### src/rtl/core/assert_macros.svh
// assertion macros shared by the classifier rtl
// no dependencies; included by files that carry concurrent checks
`ifndef ASSERT_MACROS_SVH
`define ASSERT_MACROS_SVH

`ifndef SYNTHESIS

// property must hold at every clock edge outside reset
`define VTDC_ASSERT(lbl, clk, rstn, prop, msg) \
    lbl: assert property (@(posedge clk) disable iff (!(rstn)) (prop)) else $error(msg);

// expression must never be true outside reset
`define VTDC_NEVER(lbl, clk, rstn, expr, msg) \
    lbl: assert property (@(posedge clk) disable iff (!(rstn)) !(expr)) else $error(msg);

`else

`define VTDC_ASSERT(lbl, clk, rstn, prop, msg)
`define VTDC_NEVER(lbl, clk, rstn, expr, msg)

`endif

`endif

### src/rtl/core/vtdc_pkg.sv
// shared types, codes and match helpers for the vlan tag / dhcp classifier
// no dependencies; used by the parser, output stage and top level
package vtdc_pkg;

    localparam logic [15:0] TPID_8021Q  = 16'h8100;
    localparam logic [15:0] TPID_8021AD = 16'h88A8;
    localparam logic [15:0] TPID_LEGACY = 16'h9100;
    localparam logic [15:0] ETYPE_IPV4  = 16'h0800;
    localparam logic [15:0] ETYPE_IPV6  = 16'h86DD;

    localparam logic [7:0]  IP_PROTO_UDP    = 8'd17;
    localparam logic [15:0] DHCPV4_SRV_PORT = 16'd67;
    localparam logic [15:0] DHCPV6_SRV_PORT = 16'd547;

    localparam logic [11:0] VID_MASK = 12'hFFF;

    localparam int DATA_W  = 8;
    localparam int TDATA_W = 40;

    typedef enum logic [1:0] {
        PK_NONE  = 2'd0,
        PK_IPV4  = 2'd1,
        PK_IPV6  = 2'd2,
        PK_OTHER = 2'd3
    } payload_kind_t;

    typedef enum logic [1:0] {
        DHCP_NONE = 2'd0,
        DHCP_V4   = 2'd1,
        DHCP_V6   = 2'd2
    } dhcp_kind_t;

    typedef struct packed {
        dhcp_kind_t  dhcp_kind;
        logic [3:0]  inner_pcp_dei;
        logic [3:0]  outer_pcp_dei;
        logic [11:0] inner_vid;
        logic [11:0] outer_vid;
        logic [1:0]  tag_count;
    } result_t;

    function automatic logic tpid_match(input logic [15:0] t);
        return (t == TPID_8021Q) || (t == TPID_8021AD) || (t == TPID_LEGACY);
    endfunction

    function automatic payload_kind_t kind_of(input logic [15:0] t);
        payload_kind_t k;
        k = PK_OTHER;
        if (t == ETYPE_IPV4) k = PK_IPV4;
        else if (t == ETYPE_IPV6) k = PK_IPV6;
        return k;
    endfunction

endpackage

### src/rtl/core/vtdc_parser.sv
// per-byte frame parser: tag capture, ethertype decode, udp port checks
// depends on vtdc_pkg; result is combinational on the final byte
module vtdc_parser
    import vtdc_pkg::*;
(
    input  logic              aclk,
    input  logic              aresetn,
    input  logic              byte_accept,
    input  logic [DATA_W-1:0] data_byte,
    input  logic              end_of_frame,
    output logic              res_valid,
    output result_t           res
);

    logic [7:0]    pos_reg, pos_next;
    logic [15:0]   type_shift_reg, type_shift_next;
    logic [1:0]    tags_reg, tags_next, tags_final;
    logic [15:0]   outer_tci_reg, outer_tci_next;
    logic [15:0]   inner_tci_reg, inner_tci_next;
    payload_kind_t pk_reg, pk_next;
    logic [6:0]    ihl_reg, ihl_next;
    logic          udp_reg, udp_next;
    logic          hit_reg, hit_next;

    logic [7:0] slot;
    logic [7:0] l2len;
    logic [7:0] off;
    logic [8:0] frame_len;
    logic [8:0] l2len_final;
    logic [8:0] avail;
    dhcp_kind_t kind;

    always_comb begin
        type_shift_next = {type_shift_reg[7:0], data_byte};
        tags_next       = tags_reg;
        pk_next         = pk_reg;
        outer_tci_next  = outer_tci_reg;
        inner_tci_next  = inner_tci_reg;
        ihl_next        = ihl_reg;
        udp_next        = udp_reg;
        hit_next        = hit_reg;

        slot = 8'd13 + {4'd0, tags_reg, 2'b00};

        // ethertype low byte: another tag or the payload type
        if (pk_reg == PK_NONE && pos_reg == slot) begin
            if (tags_reg < 2'd2 && tpid_match(type_shift_next)) begin
                tags_next = tags_reg + 2'd1;
            end else begin
                pk_next = kind_of(type_shift_next);
            end
        end

        if (tags_next == 2'd1) begin
            if (pos_reg == 8'd14) outer_tci_next = {data_byte, 8'd0};
            else if (pos_reg == 8'd15) outer_tci_next = {outer_tci_reg[15:8], data_byte};
        end else if (tags_next == 2'd2) begin
            if (pos_reg == 8'd18) inner_tci_next = {data_byte, 8'd0};
            else if (pos_reg == 8'd19) inner_tci_next = {inner_tci_reg[15:8], data_byte};
        end

        l2len = 8'd14 + {4'd0, tags_next, 2'b00};
        off   = pos_reg - l2len;
        if ((pk_next == PK_IPV4 || pk_next == PK_IPV6) && pos_reg >= l2len) begin
            if (pk_next == PK_IPV4) begin
                if (off == 8'd0) ihl_next = {1'b0, data_byte[3:0], 2'b00};
                if (off == 8'd9) udp_next = (data_byte == IP_PROTO_UDP);
                if (off == ({1'b0, ihl_reg} + 8'd3))
                    hit_next = (type_shift_next == DHCPV4_SRV_PORT);
            end else begin
                if (off == 8'd6) udp_next = (data_byte == IP_PROTO_UDP);
                if (off == 8'd43) hit_next = (type_shift_next == DHCPV6_SRV_PORT);
            end
        end

        pos_next = (pos_reg == 8'hFF) ? pos_reg : pos_reg + 8'd1;

        // frame cut after an ethertype high byte: low byte reads as zero
        tags_final = tags_next;
        if (pk_next == PK_NONE && tags_next < 2'd2 &&
            ({1'b0, pos_reg} + 9'd1) == {1'b0, slot} &&
            tpid_match({data_byte, 8'd0})) begin
            tags_final = tags_next + 2'd1;
        end

        frame_len   = {1'b0, pos_reg} + 9'd1;
        l2len_final = 9'd14 + {5'd0, tags_final, 2'b00};
        avail       = frame_len - l2len_final;
        kind        = DHCP_NONE;
        if (frame_len >= l2len_final) begin
            if (pk_next == PK_IPV4) begin
                if (avail >= 9'd28 && udp_next && hit_next &&
                    avail >= ({2'd0, ihl_next} + 9'd8)) begin
                    kind = DHCP_V4;
                end
            end else if (pk_next == PK_IPV6) begin
                if (avail >= 9'd48 && udp_next && hit_next) kind = DHCP_V6;
            end
        end

        res.tag_count     = tags_final;
        res.outer_vid     = outer_tci_next[11:0] & VID_MASK;
        res.outer_pcp_dei = outer_tci_next[15:12];
        res.inner_vid     = (tags_final == 2'd2) ? (inner_tci_next[11:0] & VID_MASK) : 12'd0;
        res.inner_pcp_dei = (tags_final == 2'd2) ? inner_tci_next[15:12] : 4'd0;
        res.dhcp_kind     = kind;
        res_valid         = byte_accept && end_of_frame;
    end

    always_ff @(posedge aclk) begin
        if (!aresetn) begin
            pos_reg        <= '0;
            type_shift_reg <= '0;
            tags_reg       <= '0;
            outer_tci_reg  <= '0;
            inner_tci_reg  <= '0;
            pk_reg         <= PK_NONE;
            ihl_reg        <= '0;
            udp_reg        <= 1'b0;
            hit_reg        <= 1'b0;
        end else if (byte_accept) begin
            if (end_of_frame) begin
                pos_reg        <= '0;
                type_shift_reg <= '0;
                tags_reg       <= '0;
                outer_tci_reg  <= '0;
                inner_tci_reg  <= '0;
                pk_reg         <= PK_NONE;
                ihl_reg        <= '0;
                udp_reg        <= 1'b0;
                hit_reg        <= 1'b0;
            end else begin
                pos_reg        <= pos_next;
                type_shift_reg <= type_shift_next;
                tags_reg       <= tags_next;
                outer_tci_reg  <= outer_tci_next;
                inner_tci_reg  <= inner_tci_next;
                pk_reg         <= pk_next;
                ihl_reg        <= ihl_next;
                udp_reg        <= udp_next;
                hit_reg        <= hit_next;
            end
        end
    end

endmodule

### src/rtl/core/vtdc_out_reg.sv
// result register between the parser and the result stream
// depends on vtdc_pkg; packs the result fields into tdata
module vtdc_out_reg
    import vtdc_pkg::*;
(
    input  logic               aclk,
    input  logic               aresetn,
    input  logic               res_valid,
    input  result_t            res,
    output logic               up_ready,
    output logic               m_tvalid,
    input  logic               m_tready,
    output logic [TDATA_W-1:0] m_tdata
);

    logic    valid_reg;
    result_t res_reg;

    assign up_ready = !valid_reg || m_tready;
    assign m_tvalid = valid_reg;
    assign m_tdata  = {4'd0, res_reg.dhcp_kind, res_reg.inner_pcp_dei, res_reg.outer_pcp_dei,
                       res_reg.inner_vid, res_reg.outer_vid, res_reg.tag_count};

    always_ff @(posedge aclk) begin
        if (!aresetn) begin
            valid_reg <= 1'b0;
        end else if (res_valid) begin
            valid_reg <= 1'b1;
        end else if (m_tready) begin
            valid_reg <= 1'b0;
        end
    end

    always_ff @(posedge aclk) begin
        if (res_valid) begin
            res_reg <= res;
        end
    end

endmodule

### src/rtl/core/vlan_tag_dhcp_classifier_core.sv
// Frame bytes enter one per cycle on the s_ stream, with tlast on the final byte, unless
// s_tready stalls them; the block finds up to two vlan tags and flags dhcpv4/dhcpv6
// server-bound requests. Every byte updates small frame-state registers. One request
// comes out per frame, in the cycle after its last byte, from a result register; s_tready
// drops only while that register is full and m_tready is low.
// depends on vtdc_pkg, vtdc_parser, vtdc_out_reg and assert_macros.svh
`include "assert_macros.svh"

module vlan_tag_dhcp_classifier_core
    import vtdc_pkg::*;
(
    input  logic               aclk,
    input  logic               aresetn,
    input  logic               s_tvalid,
    output logic               s_tready,
    input  logic [DATA_W-1:0]  s_tdata,   // data_byte[7:0]
    input  logic               s_tlast,
    output logic               m_tvalid,
    input  logic               m_tready,
    // tag_count[1:0], outer_vid[13:2], inner_vid[25:14], outer_pcp_dei[29:26],
    // inner_pcp_dei[33:30], dhcp_kind[35:34], zero[39:36]
    output logic [TDATA_W-1:0] m_tdata
);

    logic    byte_accept;
    logic    res_valid;
    result_t res;

    assign byte_accept = s_tvalid && s_tready;

    vtdc_parser u_parser (
        .aclk         (aclk),
        .aresetn      (aresetn),
        .byte_accept  (byte_accept),
        .data_byte    (s_tdata),
        .end_of_frame (s_tlast),
        .res_valid    (res_valid),
        .res          (res)
    );

    vtdc_out_reg u_out_reg (
        .aclk      (aclk),
        .aresetn   (aresetn),
        .res_valid (res_valid),
        .res       (res),
        .up_ready  (s_tready),
        .m_tvalid  (m_tvalid),
        .m_tready  (m_tready),
        .m_tdata   (m_tdata)
    );

    `VTDC_ASSERT(a_eof_gives_request, aclk, aresetn,
                 byte_accept && s_tlast |=> m_tvalid,
                 "no request after final byte")
    `VTDC_NEVER(a_kind_code, aclk, aresetn,
                m_tvalid && m_tdata[35:34] == 2'd3,
                "bad dhcp kind")
    `VTDC_NEVER(a_tag_count, aclk, aresetn,
                m_tvalid && m_tdata[1:0] == 2'd3,
                "tag count above two")
    `VTDC_ASSERT(a_inner_zero, aclk, aresetn,
                 m_tvalid && m_tdata[1:0] != 2'd2 |->
                 m_tdata[33:30] == 4'd0 && m_tdata[25:14] == 12'd0,
                 "inner tag set with fewer than two tags")

endmodule
### config.mk
export PLATFORM = sky130hd
export DESIGN_NAME = vlan_tag_dhcp_classifier_core
export DESIGN_NICKNAME = d
export VERILOG_FILES = /design/src/rtl/core/vtdc_pkg.sv /design/src/rtl/core/vtdc_parser.sv /design/src/rtl/core/vtdc_out_reg.sv /design/src/rtl/core/vlan_tag_dhcp_classifier_core.sv
export VERILOG_INCLUDE_DIRS = /design/src /design/src/rtl/core
export SDC_FILE = /design/constraint.sdc
export NUM_CORES = 1
export LEC_CHECK = 0
export BUFFER_PORTS_ARGS = -buffer_cell sky130_fd_sc_hd__buf_2
export CAP_MARGIN = 30
export CORE_AREA = 2 2 141 115
export CTS_CLUSTER_SIZE = 14
export DETAILED_ROUTE_END_ITERATION = 7
export DIE_AREA = 0 0 143 117
export PLACE_DENSITY = 0.62
export SYNTH_ARGS = -nofsm -noshare
export SYNTH_HDL_FRONTEND = slang
export SYNTH_SLANG_ARGS = --single-unit
### constraint.sdc
create_clock -name aclk -period 12.5 [get_ports aclk]
set_input_delay 1.875 -clock aclk [delete_from_list [all_inputs] [get_ports aclk]]
set_output_delay 1.875 -clock aclk [all_outputs]
set_load 0.01 [all_outputs]
## Word-level counts from Yosys, hierarchy flattened

Index checks and enable logic that the tools add are counted.

- Add/subtract/negate cells: 11
- $lt $le $gt $ge: 7
- Eq/ne operators: 27
- Muxes and demuxes: 41
- Reduce and logical (&&, ||, !) cells: 24

Operators with widths:

| cell | number |
|---|---|
| $mux W16 | 7 |
| $eq A16 B16 Y1 const B | 4 |
| $mux W8 | 5 |
| $mux W7 | 4 |
| $eq A8 B4 Y1 const B | 3 |
| $eq A8 B5 Y1 const B | 3 |
| $eq A8 B8 Y1 const B | 3 |
| $mux W2 | 11 |
| $ge A9 B9 Y1 | 2 |
| $eq A16 B10 Y1 const B | 1 |
| $eq A16 B12 Y1 const B | 1 |
| $eq A16 B7 Y1 const B | 1 |
| $eq A8 B8 Y1 | 2 |
| $add A4 B4 Y5 const A | 3 |
| $mux W1 | 14 |
| $logic_and A1 B1 Y1 | 13 |
| $add A8 B1 Y9 const B | 1 |
| $eq A9 B8 Y1 | 1 |
| $ge A9 B5 Y1 const B | 1 |
| $ge A9 B6 Y1 const B | 1 |
| $sub A9 B9 Y9 | 1 |
| $add A7 B2 Y8 const B | 1 |
| $add A7 B4 Y8 const B | 1 |
| $add A8 B1 Y8 const B | 1 |
| 15 further kinds | 25 |

- Flip-flop bits (word level): 98
- Input port bits: 13
- Output and inout port bits: 42
- Logic and storage cells: 126

## Logic depth before layout (Yosys ltp)

Gate-level depths: netlist (run 1).

- Word-level depth: 19
- Gate-level depth with buffers: 29
- Depth with buffers taken out: 29

## By module

From an unflattened synthesis (run 1), not the netlist that was laid out.

- Cells, all modules: 650
- Area, all modules: 5995.8 µm²

Modules (own cells, without submodules):

| module | times used | cells an instance | area an instance (µm²) | seq. area each (µm²) |
|---|---|---|---|---|
| vtdc_parser | 1 | 604 | 4825.9 | 1221.2 |
| vtdc_out_reg | 1 | 45 | 1163.6 | 1101.1 |
| vlan_tag_dhcp_classifier_core | 1 | 1 | 6.3 | 0.0 |

## Worst setup path after synthesis (run 1)

No wires, ideal clock.

- Kind: input-to-reg
- Start point: input port s_tdata[6]
- End point: register u_out_reg.res_reg, in the netlist u_out_reg.m_tdata[34] (data pin)
- Setup time: 0.270 ns
- Arrival time: 6.808 ns
- Data required time: 12.230 ns
- Setup slack: 5.422 ns
- Stages: 25
- Buffers on the path: 2
- Path through: clkbuf_1 > or3_1 > or3_1 > a21oi_1 > nand3_1 > xnor2_2 > ha_1 > inv_1 > ha_1 > nor2b_1 > o22ai_2 > xnor2_1 > o211a_1 > clkbuf_1 > nand2_1 > mux2_2 > ha_1 > xor2_1 > ha_1 > a21o_1 > a21o_1 > a21oi_1 > o21ai_0 > o21ai_0 > nor4_1

- Longest elaborated chain between the ends: 19
- Elaborated cells between the ends (all ways): 62
- Classes of those cells: add/sub: 6; order compare: 5; eq/ne: 16; mux: 21; reduce/logical: 14

Ends and longest elaborated chain:

| element | RTL line | source |
|---|---|---|
| start, declared | vlan_tag_dhcp_classifier_core.sv:16 | `input logic [DATA_W-1:0] s_tdata,` |
| parallel branches: the longest is 19 deep, another holds $sub A8 B8 Y8 | n/a |  |
| end signal, assigned | vtdc_out_reg.sv:36 | `res_reg <= res;` |
| end, declared | vtdc_out_reg.sv:17 | `result_t res_reg;` |

Several ways; the timed one is not identified.
A chain may end at the register's enable or synchronous reset.

## Worst setup path after layout (run 1)

- Start point: input port s_tdata[1]
- End point: register u_out_reg.res_reg, in the netlist u_out_reg.m_tdata[34] (data pin)

Same word-level chain as after synthesis.

==> results.ini, run 1 <==
[worst_setup_path]
cp-startpoint = s_tdata[1]
path_buf_inv = 2
path_cells = buf_2, or3_1, or3_1, a21oi_1, nand3_1, xnor2_2, ha_1, inv_1, ha_1, o21ai_1, o21ai_0, o211a_1, nand2_1, mux2_2, ha_1, xor2_1, ha_1, a21o_1, a21o_1, a21oi_1, o21ai_0, o21ai_0, nor4_1
critPathRequiredTime_ps = 12580
cp_common_cell = ha_1
worstSetupEndpointType = register
slowest_stage = or3_1
r2r_slack_ps = 6380
cp-start-kind = input port
critical_path.max_fanout = 11
critPathTopFamily = compound AO/OA/AOI/OAI gates
slowest_delay_ps = 440
cp.arrival_ps = 7450
r2r_cells = 24
rr_endpoint = u_out_reg.m_tdata[34]
crit_type = input port to register
r2r-start = u_parser.tags_reg[0]

[power_and_ir_drop]
ir_drop_mv = 0.0630
power.leakage_nw = 2.44
p_per_area_nw_per_um2 = 98.1

[global_route]
grt_pass1_vias = 4618
antenna_found_initial = 0
grt-ovfl-total = 0
grtUsageTotal_pct = 19.6
grt_max_degree = 63
grt_pass1_wl_um = 25300

[floorplanning]
dieHeight_um = 117
core_um2 = 15400
start_util_pct = 39.0
ios = 55
die_w_um = 143
num_rows = 41
die_area_um2 = 16700

[synth]
synth_top_area_share_pct = 20.6
synth_edf_count = 36
yosysMostFrequentCell = dfxtp_1
async_flop_share_pct = 0
synth.top_cells.by_count = 62 x dfxtp_1, 57 x nand2_1, 45 x nor2b_1
synth_top_area_cell = dfxtp_1
ys_types = 81
yosysSeqAreaShare_pct = 38.6
synth_area_leaders = dfxtp_1 21%, edfxtp_1 18%, ha_1 6.2%, nor2b_1 4.7%, a22oi_1 4.2%
synth_area_um2 = 6020
syn_avg_cell_area_um2 = 9.36
ys.flop_type = dfxtp_1
yosys_register_bits = 98
yosys_warnings = 0
netlist_instances = 643

[sta]
finalCritPeriodShare_pct = 59.0
final-setup-viol-count = 0
fmax_mhz = 136
final_max_slew_viol_count = 0
rsz0062_at_grt = no
hold_viol = 0
worst_pin_slew_ps = 976
finClkSkew_ps = 6.96
fin_crit_ps = 7380
relSlewSlack_pct = 35.0
final.setup.tns_ps = 0

[clock_network]
numCtsBuffers = 9
cts_root_buf = clkbuf_16
cts_tree = yes
cts_setup_buffers = 0
cts_resized = 0
clockBufferDepth = 2
clock-sinks = 98
cts_max_level = 3
clkSlewWorstSetupHoldPaths_ps = 70
clkLatencyLatePin_ps = 360
hold_buffers = 0

[place]
place.gp.congestion = 0.946
dpl_cell_area_um2 = 6360
hpwlAfterDp_um = 11700
io_buffer_count = 50
dp_cells = 873

[final_layout]
design_area_um2 = 6640
instances_no_fill = 889
drive_above_1_share_pct = 14.4
diodes = 0
largest_reg_flops = 36
areaGrowthSynthToFinish_pct = 10.4
layout.nets = 714

[detailed_routing]
finalWirelength_um = 16300
drt_pass1_iterations = 5
antenna_left = 0
via_per_inst = 5.64
detail_route.wl_per_cell_um = 18.4
vias = 5015
drt_iter0_markers = 597
route.detailed.drc = 0

[flow_run]
drv_cap = 0

[worst_hold_path]
holdCritPathClass = register to register
hold_path_end = u_parser.udp_reg
whs_path_depth = 2
hold_start = u_parser.udp_reg

[run_status]
outcome = finished, final reports clean

[cell families after synthesis]
kind of cell    after synthesis  synth area share [%]
compound gates              144                  17.4
xor+xnor                     33                  5.39
fa+ha+maj                    32                  6.91
buf+inv                      69                  5.22
flops                        98                  38.6
mux                          23                  4.03
other cells                   1                0.0623
simple gates                243                  22.4
[per-layer routing]
layer,global-route usage [%],share of wire (%),wire length [um],up-vias
li1,-,-,-,2369
met3,2.97,6.6,1070,14
met5,0,0,0,-
met2,29.9,44,7170,210
met1,29.2,48,7910,2422
met4,4.95,1.2,188,0
[cell usage in the layout, fill, tap and decap left out, types with 24 or more instances in the layout]
cell type	synthesis	routed
a21oi_1	24	24
a22oi_1	34	34
buf_2	4	50
dfxtp_1	62	62
edfxtp_1	36	36
ha_1	30	30
inv_1	26	26
nand2_1	57	57
nand3_1	25	25
nor2_1	29	29
nor2b_1	45	45
[where the power goes]
group / total [mW] / switching, mW / internal (mW) / leakage [nW]
Clock: 0.266 / 0.129 / 0.138 / 0.139
Sequential: 0.339 / 0.00321 / 0.335 / 0.838
Combinational: 0.0463 / 0.0323 / 0.0140 / 1.47
[worst max path at each step]
| stage | endpoint | slack (ps) | depth (start not counted) |
|---|---|---|---|
| floorplan | u_out_reg.m_tdata[34] | 5420 | 25 |
| global placement | u_out_reg.m_tdata[34] | 5020 | 26 |
| detailed placement | u_out_reg.m_tdata[34] | 4850 | 24 |
| CTS | u_out_reg.m_tdata[34] | 5220 | 24 |
| global route | u_out_reg.m_tdata[34] | 4680 | 28 |
| finish | u_out_reg.m_tdata[34] | 5120 | 23 |
[worst register-to-register path, stage by stage, from the launching register on]
cell and delay (ps):
dfxtp_1 390, inv_1 120, ha_1 370, xor2_1 160
nand3_1 100, nor3_1 290, nand3_1 180, xnor2_2 340
ha_1 320, inv_1 70, ha_1 330, o21ai_1 180
o21ai_0 420, o211a_1 400, nand2_1 300, mux2_2 390
ha_1 210, xor2_1 180, ha_1 320, a21o_1 180
a21o_1 160, a21oi_1 120, o21ai_0 100, o21ai_0 160
nor4_1 60
[final cells by class]
cell class / count / area (um^2)
Clock buffer: 10 / 229
Clock inverter: 6 / 51.3
Fill cell: 1519 / 8800
Inverter: 27 / 101
Multi-Input combinational cell: 479 / 3390
Sequential cell: 98 / 2320
Tap cell: 215 / 269
Timing Repair Buffer: 54 / 280
[stage by stage]
stage | total power [mW] | util, % | hold slack [ps] | setup WS [ps]
detailed placement | 0.392 | 41.2 | 489 | 4850
finish | 0.651 | 43.0 | 496 | 5120
CTS | 0.655 | 43.0 | 498 | 5220
global route | 0.671 | 43.0 | 537 | 4680
global placement | 0.391 | 41.2 | 471 | 5020
floorplan | 0.374 | - | 449 | 5420
Power figures use the tool's default switching activity.
==> inputs of run 2 (changes only) <==
--- a/config.mk
+++ b/config.mk
@@ -12,7 +12,7 @@
 export CTS_CLUSTER_SIZE = 14
 export DETAILED_ROUTE_END_ITERATION = 7
 export DIE_AREA = 0 0 143 117
-export PLACE_DENSITY = 0.62
+export PLACE_DENSITY = 0.64
 export SYNTH_ARGS = -nofsm -noshare
 export SYNTH_HDL_FRONTEND = slang
 export SYNTH_SLANG_ARGS = --single-unit
==> constraint.sdc (replaced) <==
create_clock -name aclk -period 6.4 [get_ports aclk]
set_input_delay 0.96 -clock aclk [delete_from_list [all_inputs] [get_ports aclk]]
set_output_delay 0.96 -clock aclk [all_outputs]
set_load 0.01 [all_outputs]
==> run 2 against run 1 <==
Power is 100% higher. Hold slack better by 9.8 ps. Largest cell class unchanged. Sequential cell count unchanged. Cell count rose by 1.5%. Utilization grew 0.89 points. Clock skew increased by 0.74 ps. Routed wire length grew 1.3%. Register-to-register slack lost 5900 ps. Largest power group unchanged. Critical path depth up 5.
==> results.ini, run 2 (synthesized netlist as in run 1, its figures left out) <==
[sta]
final-setup-viol-count = 0  ; unchanged
rsz0062_at_grt = no
fmax_mhz = 164
finalCritPeriodShare_pct = 95.2
final_max_slew_viol_count = 0  ; unchanged
fin_crit_ps = 6090
finClkSkew_ps = 7.71  ; +0.742 ps
relSlewSlack_pct = 33.3  ; -1.7 points
hold_viol = 0  ; unchanged
worst_hold_slack_ps = 506  ; +9.78 ps
worst_pin_slew_ps = 1000  ; +25.1 ps

[clock_network]
clock-sinks = 98  ; unchanged
numCtsBuffers = 9  ; unchanged
cts_setup_buffers = 0  ; unchanged
clockBufferDepth = 2  ; unchanged
clkSlewWorstSetupHoldPaths_ps = 70  ; about the same
cts_tree = yes
cts_resized = 0  ; unchanged
clkLatencyLatePin_ps = 360  ; about the same
cts_root_buf = clkbuf_16
cts_max_level = 3  ; unchanged
hold_buffers = 0  ; unchanged

[power_and_ir_drop]
p_sw_mw = 0.315  ; +92%
intPower_mw = 1.01  ; +110%
switching_share_pct = 23.8  ; -1.4 points
pwr-share-seq_pct = 50.0  ; -2.0 points
p_per_area_nw_per_um2 = 195  ; +99%
clkPwrFrac_pct = 43.0  ; +2.1 points
power_frac_comb_pct = 7.1  ; about the same
ir_drop_mv = 0.101  ; +61%
power.leakage_nw = 2.53  ; +3.4%

[detailed_routing]
via_per_inst = 5.63  ; -0.14%
finalWirelength_um = 16600  ; +1.3%
detail_route.wl_per_cell_um = 18.3  ; -0.14%
vias = 5081  ; +1.3%
antenna_left = 0  ; unchanged
drt_pass1_iterations = 5  ; unchanged
route.detailed.drc = 0  ; unchanged
drt_iter0_markers = 410  ; -31%

[place]
io_buffer_count = 50  ; unchanged
dp_cells = 886  ; +1.5%
place.gp.congestion = 0.908  ; -4.0%
hpwlAfterDp_um = 11900  ; +1.9%

[worst_hold_path]
holdCritPathClass = register to register

[floorplanning]
dieHeight_um = 117  ; unchanged
core_um2 = 15400  ; unchanged
die_area_um2 = 16700  ; unchanged
num_rows = 41  ; unchanged
start_util_pct = 39.0  ; unchanged
die_w_um = 143  ; unchanged
ios = 55  ; unchanged

[final_layout]
areaGrowthSynthToFinish_pct = 12.7
fill_cells = 1511  ; -0.53%
layout_commonest_cell = dfxtp_1
layout_common_cells = 62 x dfxtp_1, 57 x nand2_1, 50 x buf_2
instances_no_fill = 902  ; +1.5%
largest_reg_flops = 36  ; unchanged
drive_above_1_share_pct = 16.2  ; +1.8 points
layout.nets = 727  ; +1.8%
diodes = 0  ; unchanged

[global_route]
grt_pass1_vias = 4808  ; +4.1%
grt_max_degree = 63  ; unchanged
grtUsageTotal_pct = 20.2  ; +0.57 points
grt-ovfl-total = 0  ; unchanged
antenna_found_initial = 0  ; unchanged
grt_pass1_wl_um = 25900  ; +2.1%

[run_status]
outcome = finished, final reports clean

[worst_setup_path]
cp.arrival_ps = 6180  ; -1270 ps
critPathRequiredTime_ps = 6490  ; -6090 ps
worstSetupEndpointType = register
critical_path.max_fanout = 4  ; -7
slowest_stage = or3_1
cp-start-kind = input port
slowest_delay_ps = 410  ; -30 ps
crit_type = input port to register

[flow_run]
drv_cap = 0  ; unchanged

-- run 2: path summary, 6_finish.rpt --
path / startpoint / endpoint / slack [ps] / cells after the start
worst max-delay path: s_tdata[1] / u_out_reg.m_tdata[34] / 310 / 28
worst min-delay path: u_parser.udp_reg / u_parser.udp_reg / 510 / 2
worst max register to register: u_parser.tags_reg[0] / u_out_reg.m_tdata[34] / 450 / 29
worst min register to register: u_parser.udp_reg / u_parser.udp_reg / 510 / 2
-- run 2: metal layers --
metal | GRT usage, % | routed length (um) | up-vias
met5 | 0 | 0 | -
li1 | - | - | 2399
met3 | 4.11 | 1000 | 24
met1 | 28.1 | 7840 | 2490
met2 | 31.6 | 7420 | 168
met4 | 6.73 | 295 | 0
-- run 2: critical path, delay by kind of cell --
kind	cells	cell delay, ps
compound gates	10	1800
simple gates	7	1380
fa+ha+maj	4	1090
buf+inv	5	460
xor+xnor	2	460
-- run 2: power by group through the flow --
stage               combinational (mW)  clock (mW)  sequential (mW)
floorplan                       0.0511           0            0.679
global placement                0.0911           0            0.675
detailed placement              0.0921           0            0.676
CTS                             0.0925       0.583            0.662
global route                     0.100       0.604            0.663
finish                          0.0934       0.569            0.661
-- run 2: cell type report --
cell class	count	area, um^2	area share (%)
clock inverter	3	23.8	0.351
sequential	98	2320	34.2
timing repair buffer	67	378	5.57
tap	215	269	3.97
clock buffer	13	293	4.32
inverter	27	101	1.49
multi-input combinational	479	3390	50.1
-- run 2: stage by stage --
stage	instance area (um^2)	setup TNS (ps)	utilization (%)	power, mW	setup WS (ps)
final	6780	0	43.9	1.32	307
after global routing	6780	0	43.9	1.37	20.3
after CTS	6780	0	43.9	1.34	335
after detailed placement	6460	-35.3	41.8	0.768	-35.3
after global placement	6460	0	41.8	0.766	203
after floorplan	6030	0	-	0.730	237
==> inputs of run 3 (changes only) <==
--- a/config.mk
+++ b/config.mk
@@ -13,6 +13,7 @@
 export DETAILED_ROUTE_END_ITERATION = 7
 export DIE_AREA = 0 0 143 117
 export PLACE_DENSITY = 0.64
+export RECOVER_POWER = 50
 export SYNTH_ARGS = -nofsm -noshare
 export SYNTH_HDL_FRONTEND = slang
 export SYNTH_SLANG_ARGS = --single-unit
==> run 3 against run 2 <==
The run now ends with max-capacitance violations, max-slew violations left. Utilization is 0.36 points lower. Setup slack worse by 28 ps. Register-to-register slack worse by 30 ps. First-iteration DRC count is 4.6% higher. Sequential cell count stayed put. Sequential power hardly changed. Clock-buffer cell count stayed put. Global-route usage stayed put. Clock skew is 2.0 ps higher. Routed wire length is 0.21% lower. Critical path depth stayed put. Power hardly changed.
==> results.ini, run 3 (synthesized netlist as in run 1, its figures left out) <==
[global_route]
grtUsageTotal_pct = 20.2  ; unchanged
grt_max_degree = 63  ; unchanged
antenna_found_initial = 0  ; unchanged
grt_pass1_vias = 4808  ; unchanged
grt_pass1_wl_um = 25900  ; unchanged
grt-ovfl-total = 0  ; unchanged

[worst_setup_path]
r2r-start = u_parser.tags_reg[0]
crit_type = input port to register
cp-startpoint = s_tdata[1]
cp.arrival_ps = 6210  ; +30 ps
worstSetupEndpointType = register
r2r_cells = 29  ; unchanged
critPathRequiredTime_ps = 6490  ; about the same
r2r_slack_ps = 420  ; -30 ps
critical_path.max_fanout = 4  ; unchanged
cp-start-kind = input port

[detailed_routing]
drt_pass1_iterations = 5  ; unchanged
detail_route.wl_per_cell_um = 18.3  ; -0.21%
vias = 5064  ; -0.33%
via_per_inst = 5.61  ; -0.33%
route.detailed.drc = 0  ; unchanged
finalWirelength_um = 16500  ; -0.21%
antenna_left = 0  ; unchanged
drt_iter0_markers = 429  ; +4.6%

[power_and_ir_drop]
clkPwrFrac_pct = 43.1  ; about the same
power_frac_comb_pct = 6.9  ; -0.2 points
pwr-share-seq_pct = 50.0  ; about the same
power.leakage_nw = 2.41  ; -4.6%
ir_drop_mv = 0.101  ; -0.24%
total_power_mw = 1.32  ; about the same
intPower_mw = 1.01  ; -0.18%
switching_share_pct = 24.0  ; +0.17 points
p_sw_mw = 0.317  ; +0.73%
p_per_area_nw_per_um2 = 197  ; +0.87%

[sta]
worst_pin_slew_ps = 2370  ; +1370 ps
finalCritPeriodShare_pct = 95.6  ; +0.44 points
fin_crit_ps = 6120  ; +28.2 ps
fmax_mhz = 163  ; -0.46%
final_max_slew_viol_count = 97  ; +97
final.setup.tns_ps = 0  ; unchanged
rsz0062_at_grt = no
hold_viol = 0  ; unchanged
relSlewSlack_pct = -57.9  ; -91 points
finClkSkew_ps = 9.71  ; +2.00 ps
final-setup-viol-count = 0  ; unchanged
worst_slack_ps = 279  ; -28.2 ps

[clock_network]
clockBufferDepth = 2  ; unchanged
cts_root_buf = clkbuf_16
clock-sinks = 98  ; unchanged
hold_buffers = 0  ; unchanged
numCtsBuffers = 9  ; unchanged
clkSlewWorstSetupHoldPaths_ps = 70  ; about the same
cts_max_level = 3  ; unchanged
clkLatencyLatePin_ps = 370  ; about the same
cts_resized = 0  ; unchanged
cts_tree = yes
cts_setup_buffers = 0  ; unchanged

[worst_hold_path]
holdCritPathClass = register to register
whs_path_depth = 2  ; unchanged
hold_start = u_parser.udp_reg

[floorplanning]
die_w_um = 143  ; unchanged
num_rows = 41  ; unchanged
die_area_um2 = 16700  ; unchanged
start_util_pct = 39.0  ; unchanged
dieHeight_um = 117  ; unchanged
core_um2 = 15400  ; unchanged
ios = 55  ; unchanged

[final_layout]
areaGrowthSynthToFinish_pct = 11.8
design_area_um2 = 6730  ; -0.83%
largest_reg_flops = 36  ; unchanged
fill_cells = 1536  ; +1.7%
layout_commonest_cell = dfxtp_1
diodes = 0  ; unchanged
drive_above_1_share_pct = 10.2  ; -6.0 points
finalCoreUtilization_pct = 43.6  ; -0.36 points
regArea_um2 = 2320  ; unchanged
layout.nets = 727  ; unchanged
multi_input_area_um2 = 3390  ; unchanged
layout_common_cells = 62 x dfxtp_1, 57 x nand2_1, 45 x nor2b_1

[place]
place.gp.congestion = 0.908  ; unchanged
io_buffer_count = 50  ; unchanged
dpl_cell_area_um2 = 6460  ; unchanged
pre_cts_slack_ps = -35.3  ; unchanged
hpwlAfterDp_um = 11900  ; unchanged

[run_status]
violations = max-capacitance violations, max-slew violations
outcome = finished, violations left

[flow_run]
drv_cap = 2  ; +2

-- run 3: changes by cell type in the layout (fill, tap and decap cells not counted) --
cell / previous run / this run
buf_2: 50 / 11
buf_4: 17 / 15
clkbuf_1: 1 / 42
-- run 3: final timing paths --
path / endpoint
worst min register to register: u_parser.udp_reg
worst min-delay path: u_parser.udp_reg
worst max register to register: u_out_reg.m_tdata[34]
worst max-delay path: u_out_reg.m_tdata[34]
-- run 3: area by class of cell --
class,instances,area share [%]
multi-input combinational,479,50.5
timing repair buffer,67,4.78
sequential,98,34.5
tap,215,4.00
inverter,27,1.51
clock inverter,3,0.353
clock buffer,13,4.35
-- run 3: power groups by stage --
stage	logic, mW	registers, mW	clock network, mW
after CTS	0.0925	0.662	0.583
after floorplan	0.0511	0.679	0
after global routing	0.0980	0.664	0.604
final	0.0907	0.662	0.571
after global placement	0.0911	0.675	0
after detailed placement	0.0921	0.676	0
-- run 3: routing by layer --
layer  GRT usage, %  vias up  part of all wire, %
met2           31.6      183                   45
met4           6.73        0                  1.6
li1               -     2394                    -
met1           28.1     2468                   46
met5              0        -                    0
met3           4.11       19                  7.1
-- run 3: metrics by stage --
stage	hold WS [ps]	std cells
global route	548	902
CTS	500	902
detailed placement	487	886
floorplan	449	646
global placement	465	886
finish	509	902
-- run 3: critical path, stage by stage --
cell      delay, ps
buf_2           110
or3_1           410
or3_1           360
a21oi_2         190
a21boi_0        150
a21o_1          210
inv_1           100
ha_1            170
nand4b_1        130
nor3_1          160
and3b_1         170
nand4_1         110
xor2_1          210
inv_1            90
ha_1            280
inv_1            40
ha_1            330
a21o_1          200
a21oi_1         260
xor2_1          250
inv_1           120
ha_1            310
a21o_1          190
a21o_1          170
a21oi_1         170
o21ai_0         100
o21ai_0         210
nor4_1           70
